===== src/hdl/pmid_pkg.sv =====
// Shared constants and widths for the periodic minimum image distance core.
// No dependencies.
`default_nettype none

package pmid_pkg;

    localparam int NUM_AXES_DEF = 3;
    localparam int AXIS_MAX     = 3;

    localparam int COORD_W    = 32;
    localparam int BOX_W      = 31;
    localparam int MAG_W      = 32;
    localparam int SQ_W       = 2 * MAG_W;
    localparam int SUM_W      = SQ_W + 2;
    localparam int ROOT_W     = 34;
    localparam int RAD_W      = 2 * ROOT_W;
    localparam int REM_W      = ROOT_W + 1;
    localparam int DIST_W     = 33;
    localparam int MASK_W     = 3;

    localparam int MOD_STEPS  = MAG_W;
    localparam int SQRT_STEPS = ROOT_W;
    // mag, mod steps, fold, square, sum, root steps
    localparam int LANE_LAT   = MOD_STEPS + 3;
    localparam int PIPE_LEN   = LANE_LAT + 1 + SQRT_STEPS;

    localparam int CFG_IDX_W  = 2;
    localparam int CFG_DATA_W = BOX_W;

    localparam logic [CFG_IDX_W-1:0] CFG_BOX_X = 2'd0;
    localparam logic [CFG_IDX_W-1:0] CFG_BOX_Y = 2'd1;
    localparam logic [CFG_IDX_W-1:0] CFG_BOX_Z = 2'd2;
    localparam logic [CFG_IDX_W-1:0] CFG_MASK  = 2'd3;

    localparam logic [BOX_W-1:0]  BOX_RESET  = 31'd65536;
    localparam logic [MASK_W-1:0] MASK_RESET = 3'd7;

endpackage

`default_nettype wire


===== src/hdl/pmid_sqrt_cell.sv =====
// One digit-pair step of the truncated integer square root.
// Depends on pmid_pkg.
`default_nettype none

module pmid_sqrt_cell #(
    parameter int POS = 0
) (
    input  wire logic                       clk,
    input  wire logic                       en,
    input  wire logic [pmid_pkg::RAD_W-1:0]  rad_in,
    input  wire logic [pmid_pkg::REM_W-1:0]  rem_in,
    input  wire logic [pmid_pkg::ROOT_W-1:0] root_in,
    output logic [pmid_pkg::RAD_W-1:0]      rad_reg,
    output logic [pmid_pkg::REM_W-1:0]      rem_reg,
    output logic [pmid_pkg::ROOT_W-1:0]     root_reg
);
    import pmid_pkg::*;

    localparam int CW = REM_W + 2;

    logic [CW-1:0]     cur;
    logic [CW-1:0]     trial;
    logic              ge;
    logic [CW-1:0]     diff;
    logic [REM_W-1:0]  rem_next;
    logic [ROOT_W-1:0] root_next;

    always_comb
    begin
        cur       = {rem_in, rad_in[2*POS+1 -: 2]};
        trial     = {1'b0, root_in, 2'b01};
        ge        = cur >= trial;
        diff      = ge ? (cur - trial) : cur;
        rem_next  = diff[REM_W-1:0];
        root_next = {root_in[ROOT_W-2:0], ge};
    end

    always_ff @(posedge clk)
    begin
        if (en)
        begin
            rad_reg  <= rad_in;
            rem_reg  <= rem_next;
            root_reg <= root_next;
        end
    end

endmodule

`default_nettype wire


===== config.mk =====
export PLATFORM = sky130hd
export DESIGN_NAME = pmid_sqrt_cell
export DESIGN_NICKNAME = d
export VERILOG_FILES = /design/src/hdl/pmid_pkg.sv /design/src/hdl/pmid_sqrt_cell.sv
export SDC_FILE = /design/constraint.sdc
export NUM_CORES = 1
export LEC_CHECK = 0
export BUFFER_PORTS_ARGS = -buffer_cell sky130_fd_sc_hd__buf_2
export CELL_PAD_IN_SITES_DETAIL_PLACEMENT = 2
export CELL_PAD_IN_SITES_GLOBAL_PLACEMENT = 2
export CORE_MARGIN = 4
export CORE_UTILIZATION = 30
export DETAILED_ROUTE_END_ITERATION = 6
export HOLD_SLACK_MARGIN = 0.15
export PLACE_DENSITY_LB_ADDON = 0.1
export SKIP_LAST_GASP = 1
export SLEW_MARGIN = 10
export SYNTH_ARGS = -nofsm -noshare
export SYNTH_HDL_FRONTEND = slang
export SYNTH_SLANG_ARGS = --single-unit

===== constraint.sdc =====
create_clock -name clk -period 3.8 [get_ports clk]
set_input_delay 0.76 -clock clk [delete_from_list [all_inputs] [get_ports clk]]
set_output_delay 0.76 -clock clk [all_outputs]
set_load 0.05 [all_outputs]

# After elaboration in Yosys (flattened, before gate mapping)
# Cells that the tools add are included.
# word_totals
register_bits	137
in_bits	139
output_inout_bits	137
wordCells	6
# op_classes
addsub	1
n_lt_le_gt_ge	1
mux	1
# ops
op	n
$ge A37 B36 Y1	1
$mux W35	1
$sub A35 B35 Y35	1

# Logic depth before layout (Yosys ltp)
# depth
ltp_word	2
mapped_depth	13
ltp_nobuf	11

# Worst setup path before layout
# Ideal clock, no wire load.
# synth_timing
path_type	input to register
from	input root_in[2] (netlist bit)
to	register rem_reg[14] (netlist bit), data pin
setup_time_ns	0.262
t_arrival_ns	2.971
path_slack_ns	0.566
path_stages	11
path_buffers	1
path_cell_list	inv_1 -> ha_1 -> o211ai_1 -> o211ai_2 -> o2111ai_1 -> o211ai_2 -> a21o_1 -> a21oi_2 -> o41ai_4 -> buf_6 -> mux2_1
# synth_between
elab_chain_len	2
elab_cells_between_ends	3
# synth_lines
item	line_no	source
start: declaration	pmid_sqrt_cell.sv:12	input wire logic [pmid_pkg::ROOT_W-1:0] root_in,
$sub A35 B35 Y35 / $ge A37 B36 Y1 (equally long branches)	pmid_sqrt_cell.sv:33, pmid_sqrt_cell.sv:32	
$mux W35 *	pmid_sqrt_cell.sv:33	diff = ge ? (cur - trial) : cur;
net diff[14]	pmid_sqrt_cell.sv:24	logic [CW-1:0] diff;
end signal: assignment	pmid_sqrt_cell.sv:43	rem_reg <= rem_next;
end: declaration	pmid_sqrt_cell.sv:14	output logic [pmid_pkg::REM_W-1:0] rem_reg,
# The timed path passes the listed nets; every way through them passes the cells marked *.
# A chain may end at the register's enable or synchronous reset.

# Worst setup path in the final report
# layout_timing
from	input root_in[12] (netlist bit)
to	register rem_reg[27] (netlist bit), data pin
# The elaborated chain is that of the path after synthesis.

==> results.yml <==
floorplanning:
  start_util_pct: 30.9
  io_pins: 276
  rows: 53
  die_w_um: 156
  core_um2: 21200
  die-area_um2: 24300
  dieHeight_um: 156
critical_path:
  worstSetupStartpointType: "primary input"
  worstSetupStartpoint: "root_in[12]"
  worstPathArrival_ns: 3.38
  cpMostUsedCell: "a21oi_1"
  crit_fanout: 6
  path_cells: "buf_2, inv_1, ha_1, a21oi_1, o21ai_0, or2_2, o22ai_1, o211ai_1, a211o_1, a21oi_1, xor2_1, mux2i_1"
  critPathRequiredTime_ns: 3.95
  critPathSlowestCell: "ha_1"
  worst_setup_path_end_kind: "register"
  crit_type: "in -> reg"
  path_buf_inv: 2
  critical_path.top_delay_family: "compound AO/OA/AOI/OAI gates"
  cp_slowest_stage_delay_ns: 0.36
cells_and_area:
  fin_util_pct: 41.9
  largest_register_ffs: 68
  regArea_um2: 4110
  final_area_um2: 8890
  final_nets: 980
  area_growth_pct: 35.8
  multi_input_area_um2: 2190
  fillers: 2287
  drive_gt1_share_pct: 40.6
  diodes: 0
  stdcell_count: 1093
place:
  dp_cells: 1061
  placed_cell_area_um2: 8340
  post-place-ws_ns: 0.0855
  io_buffers: 275
  gp_congestion: 0.806
  hpwl_um: 18000
synth:
  synthCells: 512
  synth-compound-area-share_pct: 13.1
  ys_warn_count: 0
  ys_ff_latch: 137
  synth_top_family_by_area: "compound AO/OA/AOI/OAI gates"
  synth_simple_gate_area_share_pct: 7.53
  synth-edff-count: 137
  synth-main-ff-cell: "edfxtp_1"
  seq_area_frac_synth_pct: 62.8
  synthMuxAreaShare_pct: 1.51
  synth-async-reset-ratio_pct: 0
  synth-xor-area-share_pct: 4.41
  syn_avg_cell_area_um2: 12.8
  synth.distinct_cells: 47
  synth_fp_nets: 687
  synthAdderAreaFrac_pct: 6.88
  syn-cell-area_um2: 6550
route:
  first_iter_violations: 215
  post_drt_via_cell_ratio: 4.77
  first_pass_iters: 6
  ant_nets: 0
  routedWlPerCell_um: 20.4
  vias: 5209
  route.met2.wl_um: 11600
  dr_wl_met3_um: 1320
  top_layer_used: "met5"
  drc: 0
  m1WireLength_um: 9130
  routed_wirelength_um: 22300
grt:
  antenna_found_initial: 1
  grt_overflow: 0
  grt_pass1_wl_um: 34100
  grt.total_usage_pct: 18.1
  grt_max_degree: 82
  grt_pass1_vias: 5863
power_and_ir_drop:
  finalPower_mw: 4.76
  power_frac_comb_pct: 27.1
  powerDensity_nw_per_um2: 535
  p_leak_nw: 3.95
  switchingPower_mw: 1.70
  p_clk_share_pct: 33.2
  p_int_mw: 3.06
  p_seq_share_pct: 39.7
  ir_worst_vdd_mv: 0.253
  swShare_pct: 35.8
outcome:
  outcome: "complete, no violations"
timing:
  hold_ws_ns: 0.519
  maxSlewViolCount: 0
  tightest_slew_ns: 0.598
  period_share_pct: 84.9
  setup_viol: 0
  layout_setup_ws_ns: 0.573
  setup_tns_ns: 0
  min_period_ns: 3.23
  max_freq_mhz: 310
  slew-limit-headroom_pct: 60.1
  finalHoldViolCount: 0
  grt_setup_unrepaired: "no"
clock_tree:
  cts_max_path_buffers: 2
  cts_buffers: 17
  htreeDepth: 4
  path_clk_slew_ns: 0.07
  cts_resized: 0
  cts.sinks: 137
  cts_tree: "done"
  cts_setup_buffers: 0
  hold_buffers: 0
  cts_root_buf: "clkbuf_16"
flow_run:
  maxCapViolations: 0
worst_hold_path:
  min_from: "rad_in[60]"
  hp-class: "in -> reg"
-- kinds of logic after synthesis --
family                     Yosys count
AOI/OAI and AO/OA                  131
muxes                                9
adders and majority gates           36
xor gates and xnor gates            33
DFF                                137
buffers and inverters               59
and+or+nand+nor                    107
-- worst paths after layout --
kind	end	slack (ns)	cells after the start
hold / removal	rad_reg[60]	0.52	1
setup / recovery	rem_reg[27]	0.57	12
-- Yosys cell counts (2+ instances only) --
library cell  count  area (um^2)
edfxtp_1        137         4110
o21ai_0          19         95.1
buf_4             4         30.0
o21bai_1          3         22.5
or2_2             2         12.5
o211ai_1          2         15.0
xnor2_1          21          184
xor2_1           12          105
clkbuf_1          7         26.3
a31oi_1           3         18.8
o31ai_1           3         22.5
nand2_1          25         93.8
inv_1            44          165
and2_1            2         12.5
mux2_2            3         33.8
o22a_1            2         17.5
buf_2             3         15.0
a21o_1           18          135
a21oi_1          59          295
nor2_1           40          150
a211oi_1          2         15.0
o22ai_1           2         12.5
ha_1             36          450
nand4_1          12         75.1
o2111a_1          2         22.5
mux2_1            4         45.0
nand2b_1          3         18.8
mux2i_1           2         20.0
nor2b_1           6         37.5
nor3_1            5         25.0
o211ai_2          2         25.0
nand3_1           8         40.0
o21a_1            4         30.0
a211o_1           2         17.5
-- final cells by class --
class | count | area share [%]
sequential | 137 | 46.3
multi-input combinational | 316 | 24.6
timing repair buffer | 289 | 17.1
clock buffer | 17 | 4.78
tap | 275 | 3.87
inverter | 44 | 1.86
clock inverter | 15 | 1.49
-- routing by layer --
metal | vias up | track usage, %
li1 | 2478 | -
met1 | 2532 | 21.4
met2 | 179 | 33.5
met3 | 18 | 3.88
met4 | 2 | 4.34
met5 | - | 0
-- power by group through the flow --
stage,Sequential (mW),Clock [mW],Combinational [mW]
final,1.89,1.58,1.29
after global routing,1.91,1.71,1.38
after CTS,1.90,1.64,1.31
after detailed placement,1.93,0,1.31
after global placement,1.91,0,1.28
after floorplan,2.45,0,0.361
-- cells in the final DEF (no fill, tap or decap), types with 6 or more instances in the layout --
master,instances
nand2_1,25
o21ai_0,19
buf_4,11
nor2b_1,6
xor2_1,12
inv_1,44
clkbuf_16,17
a21o_1,18
nand4_1,12
edfxtp_1,137
ha_1,36
xnor2_1,21
buf_2,274
a21oi_1,59
nor2_1,40
nand3_1,8
(Power assumes the default switching activity.)
