`config.mk`:
```
export PLATFORM = sky130hd
export DESIGN_NAME = pmid_axis
export DESIGN_NICKNAME = d
export VERILOG_FILES = /design/src/hdl/pmid_pkg.sv /design/src/hdl/pmid_mod_cell.sv /design/src/hdl/pmid_axis.sv
export SDC_FILE = /design/constraint.sdc
export NUM_CORES = 2
export LEC_CHECK = 0
export BUFFER_PORTS_ARGS = -buffer_cell sky130_fd_sc_hd__buf_2
export CORE_UTILIZATION = 60
export CTS_CLUSTER_DIAMETER = 60
export DETAILED_ROUTE_END_ITERATION = 8
export GPL_TIMING_DRIVEN = 0
export PLACE_DENSITY_LB_ADDON = 0.15
export SLEW_MARGIN = 20
export SYNTH_ARGS = -nofsm -noshare
export SYNTH_HDL_FRONTEND = slang
export SYNTH_SLANG_ARGS = --single-unit
```
`constraint.sdc`:
```
create_clock -name clk -period 9.4 [get_ports clk]
set_input_delay 1.88 -clock clk [delete_from_list [all_inputs] [get_ports clk]]
set_output_delay 1.88 -clock clk [all_outputs]
set_load 0.02 [all_outputs]
```
`src/hdl/pmid_pkg.sv`:
```
// Shared constants and widths for the periodic minimum image distance core.
// No dependencies.
`default_nettype none

package pmid_pkg;

    localparam int NUM_AXES_DEF = 3;
    localparam int AXIS_MAX     = 3;

    localparam int COORD_W    = 32;
    localparam int BOX_W      = 31;
    localparam int MAG_W      = 32;
    localparam int SQ_W       = 2 * MAG_W;
    localparam int SUM_W      = SQ_W + 2;
    localparam int ROOT_W     = 34;
    localparam int RAD_W      = 2 * ROOT_W;
    localparam int REM_W      = ROOT_W + 1;
    localparam int DIST_W     = 33;
    localparam int MASK_W     = 3;

    localparam int MOD_STEPS  = MAG_W;
    localparam int SQRT_STEPS = ROOT_W;
    // mag, mod steps, fold, square, sum, root steps
    localparam int LANE_LAT   = MOD_STEPS + 3;
    localparam int PIPE_LEN   = LANE_LAT + 1 + SQRT_STEPS;

    localparam int CFG_IDX_W  = 2;
    localparam int CFG_DATA_W = BOX_W;

    localparam logic [CFG_IDX_W-1:0] CFG_BOX_X = 2'd0;
    localparam logic [CFG_IDX_W-1:0] CFG_BOX_Y = 2'd1;
    localparam logic [CFG_IDX_W-1:0] CFG_BOX_Z = 2'd2;
    localparam logic [CFG_IDX_W-1:0] CFG_MASK  = 2'd3;

    localparam logic [BOX_W-1:0]  BOX_RESET  = 31'd65536;
    localparam logic [MASK_W-1:0] MASK_RESET = 3'd7;

endpackage

`default_nettype wire

```
`src/hdl/pmid_mod_cell.sv`:
```
// One restoring step of the box-length remainder: subtracts box << SHIFT when it fits.
// Depends on pmid_pkg.
`default_nettype none

module pmid_mod_cell #(
    parameter int SHIFT = 0
) (
    input  wire logic                      clk,
    input  wire logic                      en,
    input  wire logic                      per_in,
    input  wire logic [pmid_pkg::MAG_W-1:0] rem_in,
    input  wire logic [pmid_pkg::BOX_W-1:0] box,
    output logic                           per_reg,
    output logic [pmid_pkg::MAG_W-1:0]     rem_reg
);
    import pmid_pkg::*;

    localparam int CW = MAG_W + BOX_W;

    logic [CW-1:0]    bshift;
    logic             fits;
    logic [MAG_W-1:0] rem_next;

    always_comb
    begin
        bshift   = {{MAG_W{1'b0}}, box} << SHIFT;
        fits     = per_in && ({{BOX_W{1'b0}}, rem_in} >= bshift);
        rem_next = fits ? (rem_in - bshift[MAG_W-1:0]) : rem_in;
    end

    always_ff @(posedge clk)
    begin
        if (en)
        begin
            per_reg <= per_in;
            rem_reg <= rem_next;
        end
    end

endmodule

`default_nettype wire

```
`src/hdl/pmid_axis.sv`:
```
// One axis lane: difference magnitude, remainder by box length, fold to the
// nearest image, and square. Depends on pmid_pkg and pmid_mod_cell.
`default_nettype none

module pmid_axis (
    input  wire logic                         clk,
    input  wire logic                         en,
    input  wire logic [pmid_pkg::COORD_W-1:0] first,
    input  wire logic [pmid_pkg::COORD_W-1:0] second,
    input  wire logic [pmid_pkg::BOX_W-1:0]   box,
    input  wire logic                         periodic,
    output logic [pmid_pkg::SQ_W-1:0]         sq_reg
);
    import pmid_pkg::*;

    logic [COORD_W:0]  diff;
    logic [MAG_W-1:0]  mag_next;
    logic              per_next;
    logic [MAG_W-1:0]  rem_reg [MOD_STEPS+1];
    logic              per_reg [MOD_STEPS+1];
    logic [MAG_W-1:0]  fold_next;
    logic [MAG_W-1:0]  fold_reg;
    logic [MAG_W-1:0]  r_last;

    always_comb
    begin
        diff     = {first[COORD_W-1], first} - {second[COORD_W-1], second};
        mag_next = diff[COORD_W] ? MAG_W'(-diff) : diff[MAG_W-1:0];
        per_next = periodic && (box != '0);
    end

    always_ff @(posedge clk)
    begin
        if (en)
        begin
            rem_reg[0] <= mag_next;
            per_reg[0] <= per_next;
        end
    end

    for (genvar k = 0; k < MOD_STEPS; k++)
    begin : g_mod
        pmid_mod_cell #(.SHIFT(MOD_STEPS - 1 - k)) u_cell (
            .clk    (clk),
            .en     (en),
            .per_in (per_reg[k]),
            .rem_in (rem_reg[k]),
            .box    (box),
            .per_reg(per_reg[k+1]),
            .rem_reg(rem_reg[k+1])
        );
    end

    // round half away from zero: remainder at or past half a box folds back
    always_comb
    begin
        r_last = rem_reg[MOD_STEPS];
        if (per_reg[MOD_STEPS] && ({r_last, 1'b0} >= {2'b0, box}))
            fold_next = {1'b0, box} - r_last;
        else
            fold_next = r_last;
    end

    always_ff @(posedge clk)
    begin
        if (en)
        begin
            fold_reg <= fold_next;
            sq_reg   <= SQ_W'(fold_reg) * SQ_W'(fold_reg);
        end
    end

endmodule

`default_nettype wire

```
# == Yosys cells after proc, flatten, opt, wreduce, memory -nomap -nowiden ==
# Index checks and enable logic that the tools add are counted.
# op_classes
add_sub_neg,35
n_eq_ne,0
n_div,0
n_bitwise,0
reduce_logical,35
n_shift,0
muxes,34
magnitude_cmp,33
mul,1
# op_table
op,count
32-bit 2-to-1 mux,34
32-bit subtractor,31
32-bit by 32-bit multiplier with 64-bit output,1
32-bit by 62-bit >= comparator with 1-bit output,1
32-bit by 61-bit >= comparator with 1-bit output,1
32-bit by 60-bit >= comparator with 1-bit output,1
32-bit by 59-bit >= comparator with 1-bit output,1
32-bit by 58-bit >= comparator with 1-bit output,1
32-bit by 57-bit >= comparator with 1-bit output,1
32-bit by 56-bit >= comparator with 1-bit output,1
32-bit by 55-bit >= comparator with 1-bit output,1
32-bit by 54-bit >= comparator with 1-bit output,1
32-bit by 53-bit >= comparator with 1-bit output,1
32-bit by 52-bit >= comparator with 1-bit output,1
32-bit by 51-bit >= comparator with 1-bit output,1
32-bit by 50-bit >= comparator with 1-bit output,1
32-bit by 49-bit >= comparator with 1-bit output,1
32-bit by 48-bit >= comparator with 1-bit output,1
32-bit by 47-bit >= comparator with 1-bit output,1
32-bit by 46-bit >= comparator with 1-bit output,1
32-bit by 45-bit >= comparator with 1-bit output,1
32-bit by 44-bit >= comparator with 1-bit output,1
32-bit by 43-bit >= comparator with 1-bit output,1
32-bit by 42-bit >= comparator with 1-bit output,1
18 further kinds,51
# word_totals
ramBits,0
latchBits,0
in_bits,98
ff_bits,1185
romBits,0
wordCells,206
out_inout_bits,64
memories,0

# == Logic depth before layout (Yosys ltp) ==
# logic_depth
depth_word,3
mapped_depth,33
mapped_depth_nobuf,30

# == Hierarchy ==
# From an unflattened synthesis, not the netlist that was laid out.
# unflattened
hier_cells,10776
area_unflattened_um2,110294.5
# by_module_without_submodules
module,cells_per_inst,area_each_um2,seq_area_each_um2,instances
pmid_axis,4197,39061.2,3843.7,1
pmid_mod_cell (g_mod[30].u_cell),406,3609.7,991.0,1
pmid_mod_cell (g_mod[31].u_cell),399,3293.2,991.0,1
pmid_mod_cell (g_mod[27].u_cell),323,3243.1,991.0,1
pmid_mod_cell (g_mod[29].u_cell),350,3208.1,991.0,1
pmid_mod_cell (g_mod[25].u_cell),294,2936.6,991.0,1
pmid_mod_cell (g_mod[28].u_cell),329,2875.3,991.0,1
pmid_mod_cell (g_mod[26].u_cell),328,2837.7,991.0,1
pmid_mod_cell (g_mod[23].u_cell),268,2762.6,991.0,1
pmid_mod_cell (g_mod[24].u_cell),275,2722.6,991.0,1
pmid_mod_cell (g_mod[20].u_cell),274,2712.6,991.0,1
pmid_mod_cell (g_mod[21].u_cell),263,2620.0,991.0,1
pmid_mod_cell (g_mod[18].u_cell),234,2482.4,991.0,1
pmid_mod_cell (g_mod[19].u_cell),228,2458.6,991.0,1
19 more rows,n/a,n/a,n/a,n/a

# == Worst setup path after synthesis ==
# Ideal clock, no wire load.
# synth_timing
kind,register -> register
from,register fold_reg[2]
to,register sq_reg[61] in the netlist's numbering (data pin)
synth_period_minus_slack_ps,8244
slack_ps,1156
n_path_buf,3
setup_time_ps,264
arrival_ps,7980
path_stages_with_launch,32
required_time_ps,9136
path_cell_list,edfxtp_1 clkbuf_1 buf_1 nand2_1 fa_1 inv_1 fa_1 inv_1 fa_1 fa_1 inv_1 fa_1 inv_1 fa_1 inv_1 fa_1 inv_1 fa_1 inv_1 ha_1 clkbuf_1 a21oi_1 o21ai_0 a2111oi_0 o21ai_0 a21oi_1 o221ai_1 a31oi_1 o21ba_2 o21ai_0 a221oi_1 xnor2_1
# synth_between
elab_chain_len,1
# synth_rtl
element,line,rtl
start: declaration,pmid_axis.sv:22,logic [MAG_W-1:0] fold_reg;
start signal: assignment,pmid_axis.sv:68,fold_reg <= fold_next;
32-bit by 32-bit multiplier with 64-bit output,pmid_axis.sv:69,sq_reg <= SQ_W'(fold_reg) * SQ_W'(fold_reg);
end signal: assignment,pmid_axis.sv:69,
end: declaration,pmid_axis.sv:12,output logic [pmid_pkg::SQ_W-1:0] sq_reg
# Every way passes these cells.
# A chain may end at the register's enable or synchronous reset.

# == Final worst setup path ==
# layout_timing
from,register fold_reg[19]
to,register sq_reg[58] in the netlist's numbering (data pin)
# The elaborated chain is that of the path after synthesis.

==> metrics <==
syn_nets=about 11,000; CTS tree=yes; WS Path Type=reg -> reg; H-tree Lvls=4; Post-synth top cells=1,349 x inv_1, 1,184 x edfxtp_1, 918 x ha_1, 834 x fa_1, 736 x nand2_1; max FFs per register=about 1,000; via count=73,570; slowest CP cell=fa_1; nets=about 12,000; Final ANT Viol Nets=0; post-detail-place hpwl=~230,000 um; Max Clk Rate=between 0.1 and 0.15 GHz; first-pass GRT wire length=between 400,000 and 500,000 um; die area=169,700 sq um; final max-slew violation count=0; number of flops mapped to enable cells by yosys=~1,200; Fin. Hold Viols=0; Final Wtd Congestion=approximately 1; synthesized area=between 100,000 and 150,000 sq um; Core Footprint=between 150,000 and 200,000 sq um; Tot GR Track Use=around a third; IO buf count=160; GRT overflow=0; drt initial violations=6,632; share of layout cells above drive strength 1=a little under a tenth; CTS Buffer Depth=3; Distinct cells, synth=94; crit path buf inv count=6; Clock transition at path regs=roughly 0.06 ns; clock latency on the worst-skew pair=between 0.8 and 0.9 ns; Area Growth Syn to Fin=10.04%; total negative slack=0 ns; Seq/Total Area, Yosys=between 30% and 40%; Final min period=between 9 and 10 ns; most frequent cell after synthesis=inv_1; relative slew slack=20.89%; ys flop type=edfxtp_1; largest net degree at the start of global routing=150; critical path arrival=just under 10 ns; clock sink total=between 1,000 and 1,500; DR vias/cell=around 6.1; #FFs+latches synth=approximately 1,200; Worst setup EP type=flop; dpl cells=between 10,000 and 15,000; IO Pins=around 160; crit-path leading delay family=adder cells; drt wl/cell=roughly 24 um; Post-Route WL=just under 300,000 um; Num CTS Buffers=around 140; die height=approximately 400 um; ys async rst share=0%; Initial Utilization=between 60 and 70%; Fin Clk Skew=approximately 0.026 ns; worst min path class=reg -> reg; die width=~400 um; run status=complete, no violations; final setup violation count=0; vias in the first global route=around 74,000; top-area cell type share of the netlist area=35.25%; Critical Path Source Type=flop; CP Max Fanout=10; MaxCap Viol Count=0; Mapped Cells=9,450; actual slew at the worst max-slew pin=approximately 1.2 ns; Critical Path Max Stage Delay=between 0.5 and 0.6 ns; CP dominant cell by count=fa_1; detailed-route DRC error count=0; top cell type by total area after synthesis=edfxtp_1; 1st-pass router iterations=8; initial antenna violation count=9; fill cell count=roughly 13,000; clock root cell=clkbuf_16; CP Data Required Time=just under 10 ns; crit share post-route=98.31%; synth top area cells=edfxtp_1 35%, fa_1 17%, ha_1 11%; non-filler cells in the finished layout=12,150; Synth warnings=0; Rows=150; syn_area_per_cell=about 11 sq um
## timing repair
action | CTS | global route
setup buffers | 32 | 8
resized for setup | 137 | 39
setup endpoints to repair | 32 | 12
pin swaps | 3 | 5
hold buffers | 0 | 0
## cells in the final DEF (no fill, tap or decap), drive strengths merged, types with 43 or more instances in the layout
cell type	instances
inv	1363
edfxtp	1184
ha	918
fa	834
nand2	736
o21ai	494
a21oi	464
nor2	385
clkbuf	349
xnor2	332
a21o	296
buf	267
and2	266
mux2	254
xor2	229
nor4	121
nor2b	120
nor3	108
nand4	106
nand3	94
nand2b	81
a31oi	62
a21boi	60
o21bai	58
o31ai	58
clkinv	55
o21a	54
mux2i	51
and3	51
a211oi	43
## logic make-up after synthesis
logic type	after synthesis	share of synthesized area, %
compound gates	1815	11.41
xor+xnor	561	4.872
fa+ha+maj	1752	27.94
buf+inv	1576	5.886
flops	1184	35.25
mux	305	3.342
other cells	1	0.003718
simple gates	2256	11.29
## stage by stage
step	setup slack [ns]	util [%]	area, sq um	hold WS (ns)
2_1_floorplan	1.156	-	100900	0.4166
3_3_place_gp	-11.61	62.51	104400	0.4218
3_5_place_dp	-2.524	63.01	105300	0.4280
4_1_cts	0.02118	66.36	110800	0.4367
5_1_grt	-0.005064	66.43	111000	0.4543
6_report	0.1590	66.45	111000	0.4380
## per-layer routing
layer	routed length, um	up-vias	share of wire, %	track usage (%)
met5	27	-	0.0092	0
met3	23150	730	7.9	6.782
met4	15590	4	5.3	16.60
li1	-	33750	-	-
met1	119100	36160	40	45.39
met2	137000	2935	46	55.97
## final timing paths
path,endpoint,slack (ns),startpoint,cells after the start
worst max register to register,sq_reg[58]$_DFFE_PP_,0.16,fold_reg[19]$_DFFE_PP_,27
worst min-delay path,g_mod[17].u_cell.rem_reg[5]$_DFFE_PP_,0.44,g_mod[16].u_cell.rem_reg[5]$_DFFE_PP_,0
worst max-delay path,sq_reg[58]$_DFFE_PP_,0.16,fold_reg[19]$_DFFE_PP_,27
worst min register to register,g_mod[17].u_cell.rem_reg[5]$_DFFE_PP_,0.44,g_mod[16].u_cell.rem_reg[5]$_DFFE_PP_,0
## final cells by class
| class | count | area (sq um) | area share, % |
|---|---|---|---|
| buffer | 218 | 1055 | 0.9503 |
| inverter | 1352 | 5104 | 4.598 |
| sequential | 1184 | 35550 | 32.03 |
| tap | 2204 | 2758 | 2.485 |
| clock inverter | 93 | 1214 | 1.094 |
| multi-input combinational | 6690 | 59550 | 53.66 |
| timing repair buffer | 232 | 2021 | 1.821 |
| clock buffer | 166 | 3707 | 3.340 |
| antenna | 9 | 22.52 | 0.02029 |
## worst reg2reg max path: cells and delay by family, from the launching register on
family / cells / cell delay [ns]
adder cells (fa/ha/maj): 9 / 4.59
AO/OA/AOI/OAI: 9 / 2.58
flip-flops: 1 / 0.37
buffers and inverters: 6 / 0.91
XOR/XNOR: 1 / 0.16
AND/OR/NAND/NOR: 2 / 0.40
Power is left out: the tool's default activity adds up to more than one toggle a clock period on the data nets, which glitch-free logic cannot reach.
